[config.mk]
export PLATFORM = sky130hd
export DESIGN_NAME = super_fast_hash_stream
export DESIGN_NICKNAME = d
export VERILOG_FILES = /design/src/hw/rtl/sfh_pkg.sv /design/src/hw/rtl/super_fast_hash_stream.sv /design/src/hw/rtl/sfh_front.sv /design/src/hw/rtl/sfh_queue.sv /design/src/hw/rtl/sfh_back.sv
export SDC_FILE = /design/constraint.sdc
export NUM_CORES = 1
export LEC_CHECK = 0
export BUFFER_PORTS_ARGS = -buffer_cell sky130_fd_sc_hd__buf_2
export CORE_MARGIN = 1
export CORE_UTILIZATION = 40
export DETAILED_ROUTE_END_ITERATION = 12
export GPL_TIMING_DRIVEN = 0
export PLACE_DENSITY_LB_ADDON = 0.15
export SLEW_MARGIN = 15
export SYNTH_ARGS = -nofsm -noshare
export SYNTH_HDL_FRONTEND = slang
export SYNTH_SLANG_ARGS = --single-unit
export TNS_END_PERCENT = 50
[constraint.sdc]
create_clock -name clock -period 7.15 [get_ports clock]
set_clock_uncertainty 0.05 [all_clocks]
set_input_delay 0.3575 -clock clock [delete_from_list [all_inputs] [get_ports clock]]
set_output_delay 0.3575 -clock clock [all_outputs]
set_load 0.005 [all_outputs]
[src/hw/rtl/sfh_pkg.sv]
`default_nettype none
package sfh_pkg;

   localparam int unsigned HashWidth     = 32;
   localparam int unsigned CountWidth    = 3;
   localparam int unsigned QueueDepth    = 2;
   localparam int unsigned QueuePtrWidth = (QueueDepth > 1) ? $clog2(QueueDepth) : 1;
   localparam int unsigned QueueCntWidth = $clog2(QueueDepth + 1);

   localparam logic [CountWidth-1:0] CountOne   = 3'd1;
   localparam logic [CountWidth-1:0] CountTwo   = 3'd2;
   localparam logic [CountWidth-1:0] CountThree = 3'd3;
   localparam logic [CountWidth-1:0] CountFull  = 3'd4;

   typedef logic [HashWidth-1:0] hash_type;

   // per-word update: add low half, fold in high half, then self-add
   function automatic hash_type mix_full_word(input hash_type h_arg, input hash_type w_arg);
      hash_type h;
      hash_type t;
      h = h_arg + {16'd0, w_arg[15:0]};
      t = {5'd0, w_arg[31:16], 11'd0} ^ h;
      h = {h[15:0], 16'd0} ^ t;
      h = h + {11'd0, h[31:11]};
      return h;
   endfunction

   function automatic hash_type mix_tail(input hash_type h_arg, input hash_type w_arg,
                                         input logic [CountWidth-1:0] n_arg);
      hash_type h;
      h = h_arg;
      case (n_arg)
         CountThree: begin
            h = h + {16'd0, w_arg[15:0]};
            h = h ^ {h[15:0], 16'd0};
            h = h ^ {6'd0, w_arg[23:16], 18'd0};
            h = h + {11'd0, h[31:11]};
         end
         CountTwo: begin
            h = h + {16'd0, w_arg[15:0]};
            h = h ^ {h[20:0], 11'd0};
            h = h + {17'd0, h[31:17]};
         end
         CountOne: begin
            h = h + {24'd0, w_arg[7:0]};
            h = h ^ {h[21:0], 10'd0};
            h = h + {1'b0, h[31:1]};
         end
         default: h = h_arg;
      endcase
      return h;
   endfunction

   function automatic hash_type avalanche(input hash_type h_arg);
      hash_type h;
      h = h_arg;
      h = h ^ {h[28:0], 3'd0};
      h = h + {5'd0, h[31:5]};
      h = h ^ {h[29:0], 2'd0};
      h = h + {15'd0, h[31:15]};
      h = h ^ {h[21:0], 10'd0};
      return h;
   endfunction

endpackage
`default_nettype wire

[src/hw/rtl/super_fast_hash_stream.sv]
`default_nettype none
// a final word's hash is written into the queue, then mixed and registered in the output stage before it shows on rsp_
// throughput: one word per cycle while the queue is not full; the running-hash update in the front stage is the loop
// a two-entry queue lets the front keep taking words while the result side stalls
// reset (synchronous, active high) clears the running hash, the queue and the output
module super_fast_hash_stream (
   input  wire logic                              clock,
   input  wire logic                              reset,
   input  wire logic                              req_push,
   output logic                                   req_full,
   input  wire logic [31:0]                       req_word_bytes,
   input  wire logic [sfh_pkg::CountWidth-1:0]    req_byte_count,
   input  wire logic                              req_last_word,
   output logic                                   rsp_empty,
   input  wire logic                              rsp_pop,
   output logic [31:0]                            rsp_hash_value
);

   logic              accept;
   logic              q_push;
   logic              q_full;
   logic              q_pop;
   logic              q_empty;
   sfh_pkg::hash_type q_wdata;
   sfh_pkg::hash_type q_rdata;

   assign req_full = q_full;
   assign accept   = req_push && !q_full;

   sfh_front u_front (
      .clock      (clock),
      .reset      (reset),
      .accept     (accept),
      .word_bytes (req_word_bytes),
      .byte_count (req_byte_count),
      .last_word  (req_last_word),
      .q_push     (q_push),
      .q_data     (q_wdata)
   );

   sfh_queue u_queue (
      .clock     (clock),
      .reset     (reset),
      .push      (q_push),
      .push_data (q_wdata),
      .full      (q_full),
      .pop       (q_pop),
      .pop_data  (q_rdata),
      .empty     (q_empty)
   );

   sfh_back u_back (
      .clock     (clock),
      .reset     (reset),
      .q_empty   (q_empty),
      .q_data    (q_rdata),
      .q_pop     (q_pop),
      .rsp_pop   (rsp_pop),
      .rsp_empty (rsp_empty),
      .rsp_hash  (rsp_hash_value)
   );

endmodule
`default_nettype wire

[src/hw/rtl/sfh_front.sv]
`default_nettype none
module sfh_front (
   input  wire logic                              clock,
   input  wire logic                              reset,
   input  wire logic                              accept,
   input  wire logic [31:0]                       word_bytes,
   input  wire logic [sfh_pkg::CountWidth-1:0]    byte_count,
   input  wire logic                              last_word,
   output logic                                   q_push,
   output sfh_pkg::hash_type                      q_data
);

   sfh_pkg::hash_type running_hash_ff;
   sfh_pkg::hash_type running_hash_in;
   sfh_pkg::hash_type full_mix;

   assign full_mix = sfh_pkg::mix_full_word(running_hash_ff, word_bytes);

   always_comb begin
      running_hash_in = running_hash_ff;
      q_push          = 1'b0;
      q_data          = full_mix;
      if (accept) begin
         if (last_word) begin
            // counts of four and above take the full-word step
            if (byte_count < sfh_pkg::CountFull) begin
               q_data = sfh_pkg::mix_tail(running_hash_ff, word_bytes, byte_count);
            end
            q_push          = 1'b1;
            running_hash_in = '0;
         end else begin
            running_hash_in = full_mix;
         end
      end
   end

   always_ff @(posedge clock) begin
      if (reset) begin
         running_hash_ff <= '0;
      end else begin
         running_hash_ff <= running_hash_in;
      end
   end

endmodule
`default_nettype wire

[src/hw/rtl/sfh_queue.sv]
`default_nettype none
module sfh_queue (
   input  wire logic              clock,
   input  wire logic              reset,
   input  wire logic              push,
   input  wire sfh_pkg::hash_type push_data,
   output logic                   full,
   input  wire logic              pop,
   output sfh_pkg::hash_type      pop_data,
   output logic                   empty
);

   sfh_pkg::hash_type                    mem_ff [sfh_pkg::QueueDepth];
   logic [sfh_pkg::QueuePtrWidth-1:0]    wr_ptr_ff, wr_ptr_in;
   logic [sfh_pkg::QueuePtrWidth-1:0]    rd_ptr_ff, rd_ptr_in;
   logic [sfh_pkg::QueueCntWidth-1:0]    count_ff, count_in;
   logic                                 do_push;
   logic                                 do_pop;

   assign full     = (count_ff == sfh_pkg::QueueCntWidth'(sfh_pkg::QueueDepth));
   assign empty    = (count_ff == '0);
   assign do_push  = push && !full;
   assign do_pop   = pop && !empty;
   assign pop_data = mem_ff[rd_ptr_ff];

   function automatic logic [sfh_pkg::QueuePtrWidth-1:0] ptr_next(
         input logic [sfh_pkg::QueuePtrWidth-1:0] p);
      logic [sfh_pkg::QueuePtrWidth-1:0] r;
      if (p == sfh_pkg::QueuePtrWidth'(sfh_pkg::QueueDepth - 1)) begin
         r = '0;
      end else begin
         r = p + 1'b1;
      end
      return r;
   endfunction

   always_comb begin
      wr_ptr_in = do_push ? ptr_next(wr_ptr_ff) : wr_ptr_ff;
      rd_ptr_in = do_pop  ? ptr_next(rd_ptr_ff) : rd_ptr_ff;
      count_in  = count_ff;
      if (do_push && !do_pop) begin
         count_in = count_ff + 1'b1;
      end else if (do_pop && !do_push) begin
         count_in = count_ff - 1'b1;
      end
   end

   always_ff @(posedge clock) begin
      if (reset) begin
         wr_ptr_ff <= '0;
         rd_ptr_ff <= '0;
         count_ff  <= '0;
      end else begin
         wr_ptr_ff <= wr_ptr_in;
         rd_ptr_ff <= rd_ptr_in;
         count_ff  <= count_in;
      end
   end

   always_ff @(posedge clock) begin
      if (do_push) begin
         mem_ff[wr_ptr_ff] <= push_data;
      end
   end

   a_count_bound: assert property (@(posedge clock) disable iff (reset)
      count_ff <= sfh_pkg::QueueCntWidth'(sfh_pkg::QueueDepth))
      else $error("queue count beyond depth");

   a_push_lands: assert property (@(posedge clock) disable iff (reset)
      (do_push && !do_pop) |=> !empty)
      else $error("queue empty after a push");

   a_ptr_track: assert property (@(posedge clock) disable iff (reset)
      (empty || full) |-> (wr_ptr_ff == rd_ptr_ff))
      else $error("queue pointers out of step with count");

endmodule
`default_nettype wire

[src/hw/rtl/sfh_back.sv]
`default_nettype none
module sfh_back (
   input  wire logic              clock,
   input  wire logic              reset,
   input  wire logic              q_empty,
   input  wire sfh_pkg::hash_type q_data,
   output logic                   q_pop,
   input  wire logic              rsp_pop,
   output logic                   rsp_empty,
   output sfh_pkg::hash_type      rsp_hash
);

   logic              out_valid_ff, out_valid_in;
   sfh_pkg::hash_type out_hash_ff;

   // refill the output register when it is free or being drained
   assign q_pop        = !q_empty && (!out_valid_ff || rsp_pop);
   assign out_valid_in = q_pop || (out_valid_ff && !rsp_pop);
   assign rsp_empty    = !out_valid_ff;
   assign rsp_hash     = out_hash_ff;

   always_ff @(posedge clock) begin
      if (reset) begin
         out_valid_ff <= 1'b0;
      end else begin
         out_valid_ff <= out_valid_in;
      end
   end

   always_ff @(posedge clock) begin
      if (q_pop) begin
         out_hash_ff <= sfh_pkg::avalanche(q_data);
      end
   end

endmodule
`default_nettype wire

# [Yosys cells after proc, flatten, opt, wreduce, memory -nomap -nowiden]
# Memories as Yosys holds them, arrays and structs flattened. A register that Yosys moved wholly into a read port is not among the register bits.
# Cells that the tools add are included.
[word_totals] output_inout_bits=34 input_bits=40 ramBits=64 reg_bits=69 mem_count=1 word_cells=65
[memory_table] memory="u_queue.mem_ff" words=2 width=32 rd=1 rd_ports_with_merged_regs=1 wr=1 line_no="sfh_queue.sv:13" source="sfh_pkg::hash_type mem_ff [sfh_pkg::QueueDepth];"
[classes] addsub=12 reduce_logical=17 eq_ne=4 bitwise=9 order_cmp=1 mux=15
[op_table] cell="32-bit bitwise XOR" n=7
[op_table] cell="32-bit two-way mux" n=4
[op_table] cell="32-bit one-hot mux with 3 select lines" n=1
[op_table] cell="32-bit by 21-bit adder with 32-bit output" n=2
[op_table] cell="32-bit by 15-bit adder with 32-bit output" n=1
[op_table] cell="32-bit by 16-bit adder with 32-bit output" n=1
[op_table] cell="32-bit by 17-bit adder with 32-bit output" n=1
[op_table] cell="32-bit by 27-bit adder with 32-bit output" n=1
[op_table] cell="32-bit by 31-bit adder with 32-bit output" n=1
[op_table] cell="32-bit by 8-bit adder with 32-bit output" n=1
[op_table] cell="27-bit by 32-bit bitwise XOR with 32-bit output" n=1
[op_table] cell="32-bit by 26-bit bitwise XOR with 32-bit output" n=1
[op_table] cell="1-bit two-way mux" n=8
[op_table] cell="1-bit logical AND" n=7
[op_table] cell="3-bit by 2-bit == test with 1-bit output, second input constant" n=2
[op_table] cell="1-bit logical NOT" n=6
[op_table] cell="2-bit two-way mux" n=2
[op_table] cell="3-bit by 1-bit == test with 1-bit output, second input constant" n=1
[op_table] cell="3-bit less-than comparator, second input constant" n=1
[op_table] cell="1-bit adder, second input constant" n=2
[op_table] cell="2-bit by 1-bit adder with 2-bit output, second input constant" n=1
[op_table] cell="2-bit == test, second input constant" n=1
[op_table] cell="2-bit logical NOT" n=1
[op_table] cell="1-bit logical OR" n=2
[op_table] cell="other kinds (2)" n=2

# [Longest topological paths before layout]
[depth] ltp_word=9 mapped_depth=28

# [Cells and area by module]
# Synthesis repeated with hierarchy kept, for this count alone.
[hier_totals] hier_cells=2063 hier_area_um2=17763.3
[modules_own_cells] module="sfh_front" instances=1 cells_each=1315 seq_area_each_um2=640.6 area_per_inst_um2=9790.6
[modules_own_cells] module="sfh_back" instances=1 cells_each=622 seq_area_each_um2=980.9 area_per_inst_um2=5432.7
[modules_own_cells] module="sfh_queue" instances=1 cells_each=125 seq_area_each_um2=2021.9 area_per_inst_um2=2526.2
[modules_own_cells] module="super_fast_hash_stream" instances=1 cells_each=1 seq_area_each_um2=0.0 area_per_inst_um2=13.8

# [Least setup slack after synthesis]
# Ideal clock, no wire load.
[synth_timing] kind="register to register" startpoint="reg (tool-made name)" endpoint="reg u_back.out_hash_ff[31], in the netlist u_back.rsp_hash[31] (data pin)" path_stages_with_launch=29 setup_ns=0.260 arrival_time_ns=6.732 slack_ns=0.109 cell_sequence="dfxtp_1 clkbuf_1 buf_1 mux2_2 xnor2_1 ha_1 inv_1 fa_1 nor2b_1 o2111ai_1 and4_4 nor3_2 or2_1 clkbuf_2 o311ai_0 a2111oi_0 inv_1 ha_1 o211ai_1 nand2b_1 a31oi_1 a21boi_0 o41ai_1 a21boi_0 o21a_1 or4b_4 or4b_4 nor4_4 xnor2_1"
[synth_lines] element="to (signal assigned)" line_no="sfh_back.sv:32" source="out_hash_ff <= sfh_pkg::avalanche(q_data);"
[synth_lines] element="to (decl)" line_no="sfh_back.sv:14" source="sfh_pkg::hash_type out_hash_ff;"

# [Worst setup path in the final report]
[layout_timing] startpoint="reg u_front.running_hash_ff[14]" endpoint="mem u_queue.mem_ff[1][29] (netlist bit) (data pin)"
[layout_via] elab_chain_len=8
[layout_rtl] element="from (decl)" line_no="sfh_front.sv:13" source="sfh_pkg::hash_type running_hash_ff;"
[layout_rtl] element="from (signal assigned)" line_no="sfh_front.sv:41" source="running_hash_ff <= running_hash_in;"
[layout_rtl] element="32-bit by 16-bit adder with 32-bit output" line_no="sfh_pkg.sv:21, sfh_pkg.sv:34, sfh_pkg.sv:40"
[layout_rtl] element="32-bit bitwise XOR" line_no="sfh_pkg.sv:35" source="h = h ^ {h[15:0], 16'd0};"
[layout_rtl] element="32-bit by 26-bit bitwise XOR with 32-bit output" line_no="sfh_pkg.sv:36" source="h = h ^ {6'd0, w_arg[23:16], 18'd0};"
[layout_rtl] element="32-bit by 21-bit adder with 32-bit output" line_no="sfh_pkg.sv:37" source="h = h + {11'd0, h[31:11]};"
[layout_rtl] element="32-bit one-hot mux with 3 select lines" line_no="sfh_pkg.sv:32" source="case (n_arg)"
[layout_rtl] element="32-bit two-way mux" line_no="sfh_front.sv:26" source="if (byte_count < sfh_pkg::CountFull) begin"
[layout_rtl] element="32-bit two-way mux" line_no="sfh_front.sv:24" source="if (last_word) begin"
[layout_rtl] element="32-bit two-way mux *" line_no="sfh_front.sv:23" source="if (accept) begin"
[layout_rtl] element="named net q_wdata[29]" line_no="super_fast_hash_stream.sv:24" source="sfh_pkg::hash_type q_wdata;"
[layout_rtl] element="to (decl)" line_no="sfh_queue.sv:13"
# Mark *: on every way through the listed nets, which the timed path passes. The rest lies on a longest branch.

==> reports/qor.csv <==
stage,metric,value,unit
floorplan,# IOs,74,
place,"worst slack, placed",-1.28,ns
grt,GRT Util Overall,0.296,
place,GPL Wtd Cong,0.999,
setup_path,CP max stage cell,a221oi_1,
place,DP Wirelength,54.5,mm
route,WL/cell,24.0,microns
grt,first-pass GRT wire length,97.4,mm
setup_path,worst-path cell chain,"ha_1, a21o_1, a221oi_1, o22ai_1, nor2_1, xnor2_1, xor2_1, xor2_1, ha_1, a2111o_1, o31a_1, a31oi_1, o21ai_0, a221oi_2, or3_1, o21ai_0, nor3b_1, o31a_1",
setup_path,critical path launch point type,flip-flop,
layout,Layout Nets,2390,
floorplan,Die Y-Extent,210,microns
floorplan,Die X,210,microns
grt,gr busiest metal,met2,
route,vias per cell,6.09,
grt,vias in the first global route,15900,
timing,Least-Margin Pin Slew,1.28,ns
floorplan,Die Area,43900,sq um
floorplan,Initial Util,0.408,
route,total wire length,66.0,mm
setup_path,CP Max Fanout,6,
synth,post-synthesis async set-or-reset flop share,0,
grt,met2 usage,0.512,
timing,Slew headroom,0.140,
synth,mapped cell area,17200,sq um
timing,"Period Utilization, post-route",0.990,
worst_hold_path,worst hold stages,3,
clock_tree,htree depth,4,
synth,register area share after synthesis,0.211,
clock_tree,Clock transition at path regs,0.07,ns
setup_path,R2R depth,18,
timing,final hold vios,0,
timing,Setup WS post-layout,0.0683,ns
layout,"commonest non-fill, non-tap cell in the layout",xnor2_1,
timing,Max Slew Vio Count,0,
clock_tree,clock tree sinks,134,
grt,met1 GRT Util,0.356,
place,Port Buf Inserts,71,
grt,GRT Residual Overflow,0,
route,antenna-violating nets left,0,
route,drt pass-1 iters,6,
floorplan,area of the core,42200,sq um
flow_run,Max-Cap Viols,0,
synth,"EDFF count, synth",96,
route,DRC viols,0,
clock_tree,CTS tree,done,
setup_path,Bufs and invs on worst path,0,
route,DR iter-0 viols,1336,
synth,Synth Instances,2085,
layout,most frequent cells in the layout,"xnor2_1, a21oi_1, nor2_1, ha_1, nand2_1",
clock_tree,clock buffer depth,2,
synth,Synth Warn #,0,
layout,Synth-to-Final Area Change,12.3,%
setup_path,R2R Setup Slk,0.07,ns
synth,post-synthesis register bit count,134,
setup_path,CP Class,flip-flop to flip-flop,
setup_path,Worst Path Arrival,7.21,ns
clock_tree,CTS Root Cell,clkbuf_16,
grt,met3 usage,0.0349,
timing,fmax,0.141,GHz
status,status,completed,
worst_hold_path,Hold Crit Class,input port to flip-flop,
clock_tree,CTS buffer count,17,
timing,final setup vio count,0,
synth,post-synthesis cell type count,92,
synth,Post-synth top flop,edfxtp_1,
synth,syn nets,2283,
layout,layout cells sized above 1,0.108,
grt,initial antenna violation count,0,
layout,antenna cell count,0,
synth,syn_area_per_cell,8.27,sq um
setup_path,critical path required time,7.27,ns
grt,largest net degree at the start of global routing,34,
clock_tree,Clock Latency Late Sink,0.45,ns
setup_path,slowest cell delay on critical path,0.61,ns
setup_path,Top Family by Delay on Critical Path,compound AO/OA/AOI/OAI gates,
setup_path,Reg-to-Reg Start,u_front.running_hash_ff[14]$_SDFFE_PP0P_,
timing,minimum clock period,7.08,ns
worst_hold_path,worst hold endpoint,u_back.out_valid_ff$_SDFF_PP0_,
setup_path,R2R Path End,u_queue.mem_ff[1][29]$_DFFE_PP_,
worst_hold_path,Min-Delay Startpoint,rsp_pop,
setup_path,Worst Setup End Kind,flip-flop,
floorplan,row cnt,75,
route,via count,16700,
==> state kept, by name, summed over array words and instances, names as in the netlist, named ones only <==
name	cells
u_queue.rd_ptr_ff	1
u_queue.mem_ff	64
u_front.running_hash_ff	32
u_back.rsp_hash	32
u_queue.count_ff	2
u_back.out_valid_ff	1
u_queue.wr_ptr_ff	1
==> stage by stage <==
stage                     setup TNS, ns  utilization  std cells  hold slack [ns]  area, sq um
after floorplan                       0            -       2085            0.413        17200
after global placement           -19.93        0.433       2695            0.429        18300
after detailed placement         -15.46        0.436       2700            0.438        18400
after CTS                       -0.0226        0.451       2733            0.129        19100
after global routing             -0.198        0.459       2744            0.147        19400
final                                 0        0.459       2744            0.142        19400
==> tightest hold or removal path: stages <==
cell and delay, ns:
buf_2 0.07, nand2b_1 0.10, a21oi_1 0.06
==> how the worst max path moves through the flow <==
| stage | startpoint | endpoint | slack [ns] | cells after the start |
|---|---|---|---|---|
| floorplan | flip-flop | u_back.rsp_hash[31]$_DFFE_PP_ | 0.11 | 28 |
| global placement | flip-flop | u_back.rsp_hash[31]$_DFFE_PP_ | -1.29 | 28 |
| detailed placement | flip-flop | u_back.rsp_hash[31]$_DFFE_PP_ | -1.28 | 28 |
| CTS | flip-flop | u_back.rsp_hash[31]$_DFFE_PP_ | -0.02 | 27 |
| global route | flip-flop | u_back.rsp_hash[30]$_DFFE_PP_ | -0.10 | 27 |
| finish | u_front.running_hash_ff[14]$_SDFFE_PP0P_ | u_queue.mem_ff[1][29]$_DFFE_PP_ | 0.07 | 18 |
==> timing repair <==
action	in CTS	in global routing
endpoints found under the setup margin	30	25
pin swaps	2	8
hold buffers	0	0
buffers inserted	2	11
hold endpoints to repair	0	0
resized for setup	18	42
==> layout make-up <==
class | count | area, sq um
Clock inverter | 15 | 159
Sequential cell | 134 | 3650
Fill cell | 4204 | 22900
Tap cell | 539 | 674
Inverter | 77 | 289
Buffer | 80 | 354
Multi-Input combinational cell | 1793 | 13300
Timing Repair Buffer | 89 | 531
Clock buffer | 17 | 425
==> cell usage after synthesis, types with 38 or more instances <==
master      n  area, sq um
nand3_1    54          270
inv_1      77          289
clkbuf_1   59          221
ha_1      151         1890
xnor2_1   219         1920
nor3_1     43          215
xor2_1    144         1260
a21oi_1   166          831
nor2_1    156          586
dfxtp_1    38          761
a21o_1     82          616
o21ai_0   117          586
nand2_1   145          544
edfxtp_1   96         2880
==> routing by layer <==
metal,vias up,part of all wire
met5,-,0
li1,7951,-
met4,0,0.062
met1,8008,0.41
met2,596,0.47
met3,153,0.051
==> cell families (layout without fill, tap and decap cells) <==
family | Yosys count | in the layout | synth area share
DFF | 134 | 134 | 0.211
xor gates and xnor gates | 373 | 373 | 0.197
and+or+nand+nor | 584 | 584 | 0.169
muxes | 19 | 19 | 0.0113
adders and majority gates | 158 | 158 | 0.118
buffers and inverters | 158 | 278 | 0.0369
AOI/OAI and AO/OA | 659 | 659 | 0.256
Power is not shown: default switching activity piles up to over one toggle a cycle in this logic, so the estimate is an artifact.
